$ cat src/hdl/evws_pkg.sv
`timescale 1ns / 1ps
package evws_pkg;

  typedef enum logic [1:0] {
    CMD_NONE    = 2'd0,
    CMD_RESTART = 2'd1,
    CMD_SAMPLE  = 2'd2
  } cmd_kind_t;

  typedef struct packed {
    cmd_kind_t   kind;
    logic [23:0] interval;
    logic        wopen;
  } cmd_t;

  localparam int QDEPTH = 4;
  localparam int QAW = 2;

  localparam logic [0:0] REG_WINDOW_SECONDS = 1'b0;
  localparam logic [11:0] WINDOW_RESET = 12'd5;
  localparam logic [19:0] US_PER_SEC = 20'd1000000;
  localparam logic [23:0] INTERVAL_MAX = 24'hFFFFFF;

endpackage

$ cat src/hdl/event_interval_welford_stats.sv
`timescale 1ns / 1ps
// Channel   Direction  Transfer                 Payload
// in_       slave      in_tvalid & in_tready    tdata: timestamp_us, event_type; tuser: func
// out_      master     out_tvalid & out_tready  tdata: stats; tuser: interval_valid, window_open
// cfg_      APB slave  psel & penable & pwrite  register 0: window_seconds
//
// The front takes one item per cycle into a four-entry queue while it has room.
// A restart or a non-counted item goes straight to the output; a sample passes through the
// bit-serial mean divider and the shift-add multiplier, both MW bits wide, MW being the
// larger of 24+FRAC_BITS and 32, then the 64-bit variance divider once at least two samples
// are counted; these run one after another.
// Reset is synchronous and active low; out_tready low holds the result and the back.
module event_interval_welford_stats #(
  parameter int FRAC_BITS  = 8,
  parameter int COUNT_BITS = 20
) (
  input  logic         clk,
  input  logic         rst_n,
  input  logic         in_tvalid,
  output logic         in_tready,
  input  logic [47:0]  in_tdata,   // timestamp_us[31:0], event_type[47:32]
  input  logic         in_tuser,   // func
  output logic         out_tvalid,
  input  logic         out_tready,
  // sample_count[19:0], mean_interval[51:20], variance[115:52], last_interval_us[139:116]
  output logic [143:0] out_tdata,
  output logic [1:0]   out_tuser,  // interval_valid[0], window_open[1]
  input  logic         cfg_psel,
  input  logic         cfg_penable,
  input  logic         cfg_pwrite,
  input  logic [0:0]   cfg_paddr,
  input  logic [31:0]  cfg_pwdata,
  output logic [31:0]  cfg_prdata,
  output logic         cfg_pready
);

  logic           q_full;
  logic           q_push;
  logic           q_pop;
  logic           q_nonempty;
  evws_pkg::cmd_t f_cmd;
  evws_pkg::cmd_t b_cmd;

  assign cfg_pready = 1'b1;

  evws_front u_front (
    .clk(clk), .rst_n(rst_n),
    .in_tvalid(in_tvalid), .in_tready(in_tready),
    .in_tdata(in_tdata), .in_tuser(in_tuser),
    .cfg_psel(cfg_psel), .cfg_penable(cfg_penable), .cfg_pwrite(cfg_pwrite),
    .cfg_paddr(cfg_paddr), .cfg_pwdata(cfg_pwdata), .cfg_prdata(cfg_prdata),
    .q_full(q_full), .q_push(q_push), .q_cmd(f_cmd)
  );

  evws_queue u_queue (
    .clk(clk), .rst_n(rst_n),
    .push(q_push), .wr_cmd(f_cmd), .full(q_full),
    .pop(q_pop), .nonempty(q_nonempty), .rd_cmd(b_cmd)
  );

  evws_back #(
    .FRAC_BITS(FRAC_BITS), .COUNT_BITS(COUNT_BITS)
  ) u_back (
    .clk(clk), .rst_n(rst_n),
    .q_nonempty(q_nonempty), .q_cmd(b_cmd), .q_pop(q_pop),
    .out_tvalid(out_tvalid), .out_tready(out_tready),
    .out_tdata(out_tdata), .out_tuser(out_tuser)
  );

  a_valid_in_window: assert property (@(posedge clk) disable iff (!rst_n)
    out_tvalid |-> (!out_tuser[0] || out_tuser[1]))
    else $error("sample reported with window closed");

  a_interval_zero: assert property (@(posedge clk) disable iff (!rst_n)
    (out_tvalid && !out_tuser[0]) |-> (out_tdata[139:116] == 24'd0))
    else $error("interval nonzero without a sample");

  a_reset_idle: assert property (@(posedge clk)
    !rst_n |=> !out_tvalid)
    else $error("result valid right after reset");

endmodule

$ cat src/hdl/evws_front.sv
`timescale 1ns / 1ps
module evws_front (
  input  logic              clk,
  input  logic              rst_n,
  input  logic              in_tvalid,
  output logic              in_tready,
  input  logic [47:0]       in_tdata,
  input  logic              in_tuser,
  input  logic              cfg_psel,
  input  logic              cfg_penable,
  input  logic              cfg_pwrite,
  input  logic [0:0]        cfg_paddr,
  input  logic [31:0]       cfg_pwdata,
  output logic [31:0]       cfg_prdata,
  input  logic              q_full,
  output logic              q_push,
  output evws_pkg::cmd_t    q_cmd
);

  logic [11:0] wsec_r;
  logic [31:0] wstart_r;
  logic        active_r;
  logic        awaiting_r;
  logic [31:0] prev_r;

  logic [31:0] limit;
  logic [31:0] ts;
  logic [15:0] etype;
  logic        accept;
  logic [31:0] elapsed;
  logic [31:0] ivl;
  logic        qualify;

  assign ts        = in_tdata[31:0];
  assign etype     = in_tdata[47:32];
  assign in_tready = !q_full;
  assign accept    = in_tvalid && in_tready;
  assign elapsed   = ts - wstart_r;
  assign ivl       = ts - prev_r;
  assign qualify   = etype inside {[16'd1:16'd3]};
  assign cfg_prdata = {20'd0, wsec_r};
  // The largest window, 4095 seconds, still fits in 32 bits of microseconds.
  assign limit     = 32'(wsec_r) * 32'(evws_pkg::US_PER_SEC);

  always_comb begin
    q_cmd.kind     = evws_pkg::CMD_NONE;
    q_cmd.interval = '0;
    q_cmd.wopen    = active_r;
    if (in_tuser) begin
      q_cmd.kind  = evws_pkg::CMD_RESTART;
      q_cmd.wopen = (wsec_r != 12'd0);
    end else if (active_r) begin
      if (elapsed >= limit) begin
        q_cmd.wopen = 1'b0;
      end else if (qualify && !awaiting_r) begin
        q_cmd.kind     = evws_pkg::CMD_SAMPLE;
        q_cmd.interval = (ivl > 32'(evws_pkg::INTERVAL_MAX)) ?
                         evws_pkg::INTERVAL_MAX : ivl[23:0];
      end
    end
  end

  assign q_push = accept;

  always_ff @(posedge clk) begin
    if (!rst_n) begin
      wsec_r     <= evws_pkg::WINDOW_RESET;
      wstart_r   <= '0;
      active_r   <= 1'b0;
      awaiting_r <= 1'b1;
      prev_r     <= '0;
    end else begin
      if (cfg_psel && cfg_penable && cfg_pwrite &&
          cfg_paddr == evws_pkg::REG_WINDOW_SECONDS) begin
        wsec_r <= cfg_pwdata[11:0];
      end
      if (accept) begin
        if (in_tuser) begin
          wstart_r   <= ts;
          active_r   <= (wsec_r != 12'd0);
          awaiting_r <= 1'b1;
          prev_r     <= '0;
        end else if (active_r) begin
          if (elapsed >= limit) begin
            active_r <= 1'b0;
          end else if (qualify) begin
            awaiting_r <= 1'b0;
            prev_r     <= ts;
          end
        end
      end
    end
  end

endmodule

$ cat src/hdl/evws_queue.sv
`timescale 1ns / 1ps
module evws_queue (
  input  logic           clk,
  input  logic           rst_n,
  input  logic           push,
  input  evws_pkg::cmd_t wr_cmd,
  output logic           full,
  input  logic           pop,
  output logic           nonempty,
  output evws_pkg::cmd_t rd_cmd
);

  evws_pkg::cmd_t               mem_r [evws_pkg::QDEPTH];
  logic [evws_pkg::QAW-1:0]     wp_r;
  logic [evws_pkg::QAW-1:0]     rp_r;
  logic [evws_pkg::QAW:0]       cnt_r;

  assign full     = (cnt_r == (evws_pkg::QAW+1)'(evws_pkg::QDEPTH));
  assign nonempty = (cnt_r != '0);
  assign rd_cmd   = mem_r[rp_r];

  always_ff @(posedge clk) begin
    if (push && !full) begin
      mem_r[wp_r] <= wr_cmd;
    end
    if (!rst_n) begin
      wp_r  <= '0;
      rp_r  <= '0;
      cnt_r <= '0;
    end else begin
      if (push && !full) wp_r <= wp_r + 1'b1;
      if (pop && nonempty) rp_r <= rp_r + 1'b1;
      cnt_r <= cnt_r + (evws_pkg::QAW+1)'(push && !full)
                     - (evws_pkg::QAW+1)'(pop && nonempty);
    end
  end

endmodule

$ cat src/hdl/evws_back.sv
`timescale 1ns / 1ps
module evws_back #(
  parameter int FRAC_BITS  = 8,
  parameter int COUNT_BITS = 20
) (
  input  logic           clk,
  input  logic           rst_n,
  input  logic           q_nonempty,
  input  evws_pkg::cmd_t q_cmd,
  output logic           q_pop,
  output logic           out_tvalid,
  input  logic           out_tready,
  output logic [143:0]   out_tdata,
  output logic [1:0]     out_tuser
);

  localparam int DW = 24 + FRAC_BITS;
  localparam int MW = (DW > 32) ? DW : 32;
  localparam int PW = 2 * MW;
  localparam int CW = COUNT_BITS;
  localparam logic [CW-1:0] CMAX = {CW{1'b1}};

  typedef enum logic [3:0] {
    S_IDLE, S_PREP, S_MDIV, S_MEAN, S_D2, S_MUL, S_M2, S_VLD, S_VDIV, S_OUT
  } state_t;

  state_t         state_r;
  evws_pkg::cmd_t cmd_r;
  logic [CW-1:0]  cnt_r;
  logic [31:0]    mean_r;
  logic [63:0]    m2_r;
  logic [63:0]    var_r;
  logic [MW-1:0]  x_r;
  logic [MW-1:0]  dmag_r;
  logic           dpos_r;
  logic           keep_r;
  logic [63:0]    num_r;
  logic [CW-1:0]  rem_r;
  logic [CW-1:0]  dvs_r;
  logic [6:0]     step_r;
  logic [PW-1:0]  acc_r;
  logic [PW-1:0]  mc_r;
  logic [MW-1:0]  mp_r;
  logic           ov_r;
  logic [143:0]   odata_r;
  logic [1:0]     ouser_r;

  logic [CW:0]    rem_sh;
  logic           ge;
  logic [CW:0]    rem_sub;
  logic [MW-1:0]  mean_ext;
  logic [MW-1:0]  xin;
  logic [MW:0]    msum;
  logic [MW-1:0]  mdiff;
  logic [MW-1:0]  quo;
  logic           d2pos;
  logic [MW-1:0]  d2mag;
  logic [PW+63:0] pext;
  logic [63:0]    term;
  logic [64:0]    m2sum;

  assign rem_sh   = {rem_r, num_r[63]};
  assign ge       = rem_sh >= {1'b0, dvs_r};
  assign rem_sub  = rem_sh - {1'b0, dvs_r};
  assign mean_ext = MW'(mean_r);
  assign xin      = MW'(q_cmd.interval) << FRAC_BITS;
  assign quo      = num_r[MW-1:0];
  assign msum     = {1'b0, mean_ext} + {1'b0, quo};
  assign mdiff    = mean_ext - quo;
  assign d2pos    = x_r >= mean_ext;
  assign d2mag    = d2pos ? (x_r - mean_ext) : (mean_ext - x_r);
  assign pext     = {64'd0, acc_r} >> FRAC_BITS;
  assign term     = !keep_r ? 64'd0 : ((|pext[PW+63:64]) ? '1 : pext[63:0]);
  assign m2sum    = {1'b0, m2_r} + {1'b0, term};

  assign q_pop      = (state_r == S_IDLE) && q_nonempty;
  assign out_tvalid = ov_r;
  assign out_tdata  = odata_r;
  assign out_tuser  = ouser_r;

  always_ff @(posedge clk) begin
    if (!rst_n) begin
      state_r <= S_IDLE;
      ov_r    <= 1'b0;
      cnt_r   <= '0;
      mean_r  <= '0;
      m2_r    <= '0;
      var_r   <= '0;
    end else begin
      if (ov_r && out_tready) ov_r <= 1'b0;
      case (state_r)
        S_IDLE: begin
          if (q_nonempty) begin
            cmd_r <= q_cmd;
            case (q_cmd.kind)
              evws_pkg::CMD_RESTART: begin
                cnt_r   <= '0;
                mean_r  <= '0;
                m2_r    <= '0;
                var_r   <= '0;
                state_r <= S_OUT;
              end
              evws_pkg::CMD_SAMPLE: begin
                if (cnt_r != CMAX) cnt_r <= cnt_r + 1'b1;
                x_r     <= xin;
                state_r <= S_PREP;
              end
              default: state_r <= S_OUT;
            endcase
          end
        end
        S_PREP: begin
          dpos_r  <= (x_r >= mean_ext);
          dmag_r  <= (x_r >= mean_ext) ? (x_r - mean_ext) : (mean_ext - x_r);
          num_r   <= 64'((x_r >= mean_ext) ? (x_r - mean_ext) : (mean_ext - x_r))
                     << (64 - MW);
          rem_r   <= '0;
          dvs_r   <= cnt_r;
          step_r  <= 7'(MW);
          state_r <= S_MDIV;
        end
        S_MDIV, S_VDIV: begin
          // Restoring division, one quotient bit per cycle.
          rem_r  <= ge ? rem_sub[CW-1:0] : rem_sh[CW-1:0];
          num_r  <= {num_r[62:0], ge};
          step_r <= step_r - 1'b1;
          if (step_r == 7'd1) begin
            state_r <= (state_r == S_MDIV) ? S_MEAN : S_OUT;
            if (state_r == S_VDIV) var_r <= {num_r[62:0], ge};
          end
        end
        S_MEAN: begin
          if (dpos_r) mean_r <= (|msum[MW:32]) ? 32'hFFFFFFFF : msum[31:0];
          else mean_r <= mdiff[31:0];
          state_r <= S_D2;
        end
        S_D2: begin
          keep_r  <= (d2mag == '0) || (dmag_r == '0) || (dpos_r == d2pos);
          acc_r   <= '0;
          mc_r    <= PW'(dmag_r);
          mp_r    <= d2mag;
          step_r  <= 7'(MW);
          state_r <= S_MUL;
        end
        S_MUL: begin
          // Shift-add multiply, one multiplier bit per cycle.
          if (mp_r[0]) acc_r <= acc_r + mc_r;
          mc_r   <= {mc_r[PW-2:0], 1'b0};
          mp_r   <= {1'b0, mp_r[MW-1:1]};
          step_r <= step_r - 1'b1;
          if (step_r == 7'd1) state_r <= S_M2;
        end
        S_M2: begin
          m2_r    <= m2sum[64] ? '1 : m2sum[63:0];
          state_r <= S_VLD;
        end
        S_VLD: begin
          if (cnt_r >= CW'(2)) begin
            num_r   <= m2_r;
            rem_r   <= '0;
            dvs_r   <= cnt_r - 1'b1;
            step_r  <= 7'd64;
            state_r <= S_VDIV;
          end else begin
            var_r   <= '0;
            state_r <= S_OUT;
          end
        end
        S_OUT: begin
          if (!ov_r || out_tready) begin
            ov_r    <= 1'b1;
            odata_r <= {4'd0, cmd_r.interval, var_r, mean_r, 20'(cnt_r)};
            ouser_r <= {cmd_r.wopen, cmd_r.kind == evws_pkg::CMD_SAMPLE};
            state_r <= S_IDLE;
          end
        end
        default: state_r <= S_IDLE;
      endcase
    end
  end

endmodule

$ cat config.mk
export PLATFORM = sky130hd
export DESIGN_NAME = event_interval_welford_stats
export DESIGN_NICKNAME = d
export VERILOG_FILES = /design/src/hdl/evws_pkg.sv /design/src/hdl/event_interval_welford_stats.sv /design/src/hdl/evws_front.sv /design/src/hdl/evws_queue.sv /design/src/hdl/evws_back.sv
export SDC_FILE = /design/constraint.sdc
export NUM_CORES = 2
export LEC_CHECK = 0
export BUFFER_PORTS_ARGS = -buffer_cell sky130_fd_sc_hd__buf_2
export CAP_MARGIN = 5
export CORE_MARGIN = 10
export CORE_UTILIZATION = 43
export CTS_CLUSTER_DIAMETER = 150
export DETAILED_ROUTE_END_ITERATION = 8
export GPL_TIMING_DRIVEN = 0
export PLACE_DENSITY_LB_ADDON = 0.08
export SETUP_SLACK_MARGIN = 0.5
export SYNTH_ARGS = -nofsm -noshare
export SYNTH_HDL_FRONTEND = slang
export SYNTH_SLANG_ARGS = --single-unit
$ cat constraint.sdc
create_clock -name clk -period 37.6 [get_ports clk]
set_clock_uncertainty 0.15 [all_clocks]
set_input_delay 1.88 -clock clk [delete_from_list [all_inputs] [get_ports clk]]
set_output_delay 1.88 -clock clk [all_outputs]
set_load 0.05 [all_outputs]
* Word level (Yosys, flattened, before mapping) *
Memories as Yosys holds them, arrays and structs flattened. A register that Yosys moved wholly into a read port is not among the register bits.
Cells that the tools add are included.

operators by class
  divide/modulo/power cells = 0
  multiply operators = 1
  bitwise operators = 1
  eq/ne operators = 27
  mux-type cells = 64
  add/sub/neg operators = 18
  shift operators = 0
  reductions and logical operators = 51
  $lt $le $gt $ge = 7

operators by type and width
  cell                                                  number
  two-way mux 64 bit                                    8
  one-hot mux 64 bit (2 select lines)                   3
  one-hot mux 64 bit (3 select lines)                   2
  two-way mux 32 bit                                    10
  subtractor 32 bit                                     7
  one-hot mux 32 bit (2 select lines)                   2
  two-way mux 20 bit                                    4
  one-hot mux 20 bit (2 select lines)                   2
  adder 64 x 64 -> 65 bit                               1
  adder 64 bit                                          1
  >= comparator 32 bit                                  2
  zero test 32 bit                                      2
  one-hot mux 20 bit (3 select lines)                   1
  two-way mux 56 bit                                    1
  two-way mux 26 bit                                    2
  two-way mux 24 bit                                    2
  one-hot mux 4 bit (9 select lines)                    1
  adder 32 x 32 -> 33 bit                               1
  > comparator 32 x 24 -> 1 bit, second input constant  1
  two-way mux 27 bit                                    1
  multiplier 12 x 14 -> 26 bit, second input constant   1
  two-way mux 4 bit                                     6
  AND reduction 3 bit                                   8
  >= comparator 21 x 20 -> 1 bit                        1
  39 further kinds                                      99

storage, ports and cells
  memories kept = 1
  bits of input ports = 89
  word-level logic and storage cells = 200
  bits in registers = 768
  memory bits (read-only) = 0
  bits in latches = 0
  output and inout bits = 181
  bits in writable memories = 108

memory list
  memory         depth  bits a word  read ports  clocked after memory_dff  wr ports  RTL line          RTL
  u_queue.mem_r  4      27           1           1                         1         evws_queue.sv:13  evws_pkg::cmd_t mem_r [evws_pkg::QDEPTH];

* Logic depth before layout (Yosys ltp) *
  depth in word-level cells = 7
  mapped depth = 30
  gate-level depth less buffers = 28

* Hierarchy *
From an unflattened synthesis, not the netlist that was laid out.

second synthesis, totals
  cell total of the unflattened synthesis = 5551
  area, all modules = 53851.6 sq um

modules (own cells, without submodules)
  module                        seq. area each (sq um)  cells an instance  instances  area each (sq um)
  evws_back                     18657.9                 4107               1          39509.1
  evws_front                    1561.5                  1252               1          9905.8
  evws_queue                    3423.3                  190                1          4425.5
  event_interval_welford_stats  0.0                     2                  1          11.3

* Worst setup path after synthesis *
No wires, ideal clock.

  kind = input-to-reg
  from = input rst_n
  to = register u_back.odata_r[0], in the netlist u_back.out_tdata[0], enable pin
  data required time = 36.604 ns
  library setup time = 0.846 ns
  data arrival time = 12.478 ns
  buffers on the path = 1
  stages = 3
  path slack = 24.125 ns
  cells stage by stage = inv_2 -> clkbuf_1 -> nor3b_1

on the way
  cells in the longest elaborated chain, start to end = 1

RTL lines
  what                           RTL line                            RTL
  from (decl)                    event_interval_welford_stats.sv:18  input logic rst_n,
  AND reduction 3 bit (no line)  n/a
  to (signal assigned)           evws_back.sv:172                    odata_r <= {4'd0, cmd_r.interval, var_r, mean_r, 20'(cnt_r)};
  to (decl)                      evws_back.sv:45                     logic [143:0] odata_r;

Every way passes these cells.
A chain may end at the register's enable or synchronous reset.

==> results_dict.tcl <==
set metrics [dict create \
    status "complete, no violations" \
    place_congestion 0.9198 \
    synth_edf_count 606 \
    p_leak_nw 24.16 \
    cts_root_buffer "clkbuf_16" \
    ios 270 \
    yosysSeqAreaShare 0.4485 \
    yosys_warnings 0 \
    r2r_slack_ps 29030 \
    crit_required_ps 37910 \
    report.final.slew_viol_count 0 \
    synth_cells 5399 \
    clk_pin_slew_worst_paths_ps 60 \
    drt_iter0_markers 3401 \
    dpl.hpwl_mm 129.5 \
    drc 0 \
    route.final.wire_length_mm 166.1 \
    busiest_layer "met2" \
    met1_usage 0.3193 \
    core_mm2 0.1217 \
    num_vias 41830 \
    cts_resized 0 \
    critical_path_arrival_ps 8890 \
    yosysTopAreaCellShare 0.3452 \
    cts_hold_repair.buffers 0 \
    crit_path_max_fanout 10 \
    ant_nets 0 \
    relSlewSlack 0.02390 \
    portBuffers 224 \
    cts_sinks 878 \
    crit_family "adder cells" \
    dr.pass1.iters 6 \
    setup_violations 0 \
    total_power_mw 3.034 \
    die_w_um 370.1 \
    grt_usage 0.2353 \
    maxCapViolations 0 \
    layout.cells.most_common "edfxtp_1" \
    initial_core_util 0.4331 \
    slowest_delay_ps 630 \
    ys.flop_type "edfxtp_1" \
    first_global_vias 40560 \
    gr-total-overflow 0 \
    period_share 0.2280 \
    area_growth_pct 13.58 \
    grt_use_met3 0.04027 \
    postCtsSetupBuffers 0 \
    cp-start-kind "flop" \
    yosysTopAreaCell "edfxtp_1" \
    grt_max_degree 67 \
    end_kind "flop" \
    antenna_found_initial 15 \
    async_flop_share 0 \
    rows 128 \
    synth_cell_type_count 91 \
    final_layout_size_suffix_gt1_frac 0.09162 \
    htreeDepth 3 \
    via_per_inst 5.583 \
    ys_ff_latch 878 \
    hold_class "flop to flop" \
    wl_per_cell_um 22.17 \
    fin_setup_tns_ps 0 \
    die_h_um 370.1 \
    grt_first_pass_wirelength_mm 249.4 \
    use_met2 0.3799 \
    syn_area_per_cell_um2 9.764 \
    ir_drop_mv 0.04327 \
    tightestPinTransition_ps 1464 \
    rsz0062_at_grt "false" \
    layout.nets 6345 \
    fmax_mhz 116.6 \
    powerDensity_mw_per_mm2 50.68 \
    synth_top_cells_by_area "edfxtp_1, dfxtp_1, ha_1" \
    min_period_ps 8574 \
    layout_common_cells "edfxtp_1, a21oi_1, nand2_1" \
    worst-setup-path-type "flop to flop" \
    cts_made_buffers 98 \
    clock_latency_ps 730 \
    cp_slowest_cell "a41oi_1" \
    clock_path_buffers 3 \
    syn_area_mm2 0.05272 \
    hold_violations 0 \
    dieArea_mm2 0.1370 \
    tritoncts "done" \
    crit_buf_inv 5 \
]
==> metrics by stage <==
stage	hold WS [ps]	cells	setup slack (ps)	instance area, µm²	utilization
final	270.3	7493	29030	59880	0.4919
after global routing	275.7	7486	28470	59860	0.4918
after CTS	269.9	7485	28950	59850	0.4917
after detailed placement	255.2	7301	28930	56420	0.4635
after global placement	252.5	7271	17190	55960	0.4597
after floorplan	250.3	5422	24130	52800	-
==> cells in the mapped netlist, drive strengths merged, types with 15 or more instances <==
library cell and number:
edfxtp 606, a21oi 517, nand2 515, ha 435, inv 388, nor2 380
dfxtp 272, o21ai 267, clkbuf 224, a21o 179, xnor2 171, nand3 150
xor2 104, and3 81, a211oi 80, and2 80, nor3 73, nand4 55
o21bai 55, nand2b 52, buf 48, fa 44, o21a 44, a22o 43
a22oi 37, nor2b 37, a31oi 35, nor4 31, o31ai 28, mux4 27
or3 27, mux2i 26, o211ai 23, a21boi 18, o22ai 17, and4 16
a221oi 15
==> worst register-to-register path, delay by kind of cell, from the launching register on <==
kind	cells	cell delay [ps]
xor+xnor	1	370
fa+ha+maj	7	3070
buf+inv	5	740
compound gates	9	2280
flops	1	530
simple gates	5	1200
==> state kept, by name, indices dropped and copies added (netlist names), 7 cells and up, named ones only <==
| register | cells |
|---|---|
| u_back.out_tdata | 140 |
| u_queue.mem_r | 108 |
| u_back.acc_r | 64 |
| u_back.m2_r | 64 |
| u_back.mc_r | 64 |
| u_back.num_r | 64 |
| u_back.var_r | 64 |
| u_back.dmag_r | 32 |
| u_back.mean_ext | 32 |
| u_back.mp_r | 32 |
| u_front.prev_r | 32 |
| u_front.wstart_r | 32 |
| u_back.cmd_r | 27 |
| u_back.x_r | 24 |
| u_back.cnt_r | 20 |
| u_back.dvs_r | 20 |
| u_back.rem_r | 20 |
| u_front.wsec_r | 12 |
| u_back.step_r | 7 |
==> report_power, final <==
part           switching [mW]  leakage (nW)  internal [mW]
Combinational           0.541          14.6          0.248
Sequential             0.0548          7.89           1.16
Clock                   0.427          1.66          0.603
Total                    1.02          24.2           2.01
==> final cells by class <==
class,count,area [µm²]
Clock buffer,126,2659
Antenna cell,7,17.52
Sequential cell,878,23640
Inverter,389,1465
Buffer,272,1127
Multi-Input combinational cell,3883,26650
Tap cell,1625,2033
Timing Repair Buffer,255,1510
Clock inverter,58,775.7
Fill cell,11550,61840
==> worst paths after layout <==
| path | cells past startpoint | startpoint | to |
|---|---|---|---|
| setup / recovery | 27 | u_front.wsec_r[3] | u_queue.mem_r[2][2] |
| hold / removal | 0 | u_back.cmd_r[11] | u_back.out_tdata[126] |
| setup reg to reg | 27 | u_front.wsec_r[3] | u_queue.mem_r[2][2] |
| hold reg to reg | 0 | u_back.cmd_r[11] | u_back.out_tdata[126] |
==> cell families (layout without fill, tap and decap cells) <==
kind of cell	count (synthesis)	after routing	synth area share
AOI/OAI and AO/OA	1490	1490	0.1795
xor gates and xnor gates	275	275	0.04583
adders and majority gates	479	479	0.1200
buffers and inverters	661	1100	0.04913
DFF	878	878	0.4485
muxes	56	56	0.01718
other	2	32	0.0001425
and+or+nand+nor	1558	1558	0.1398
==> routing by layer <==
layer,up-vias,part of all wire
li1,20280,-
met1,20090,0.45
met2,1190,0.46
met3,255,0.065
met4,14,0.031
met5,-,0.00054
No activity file was read; power rests on OpenSTA's default activity.
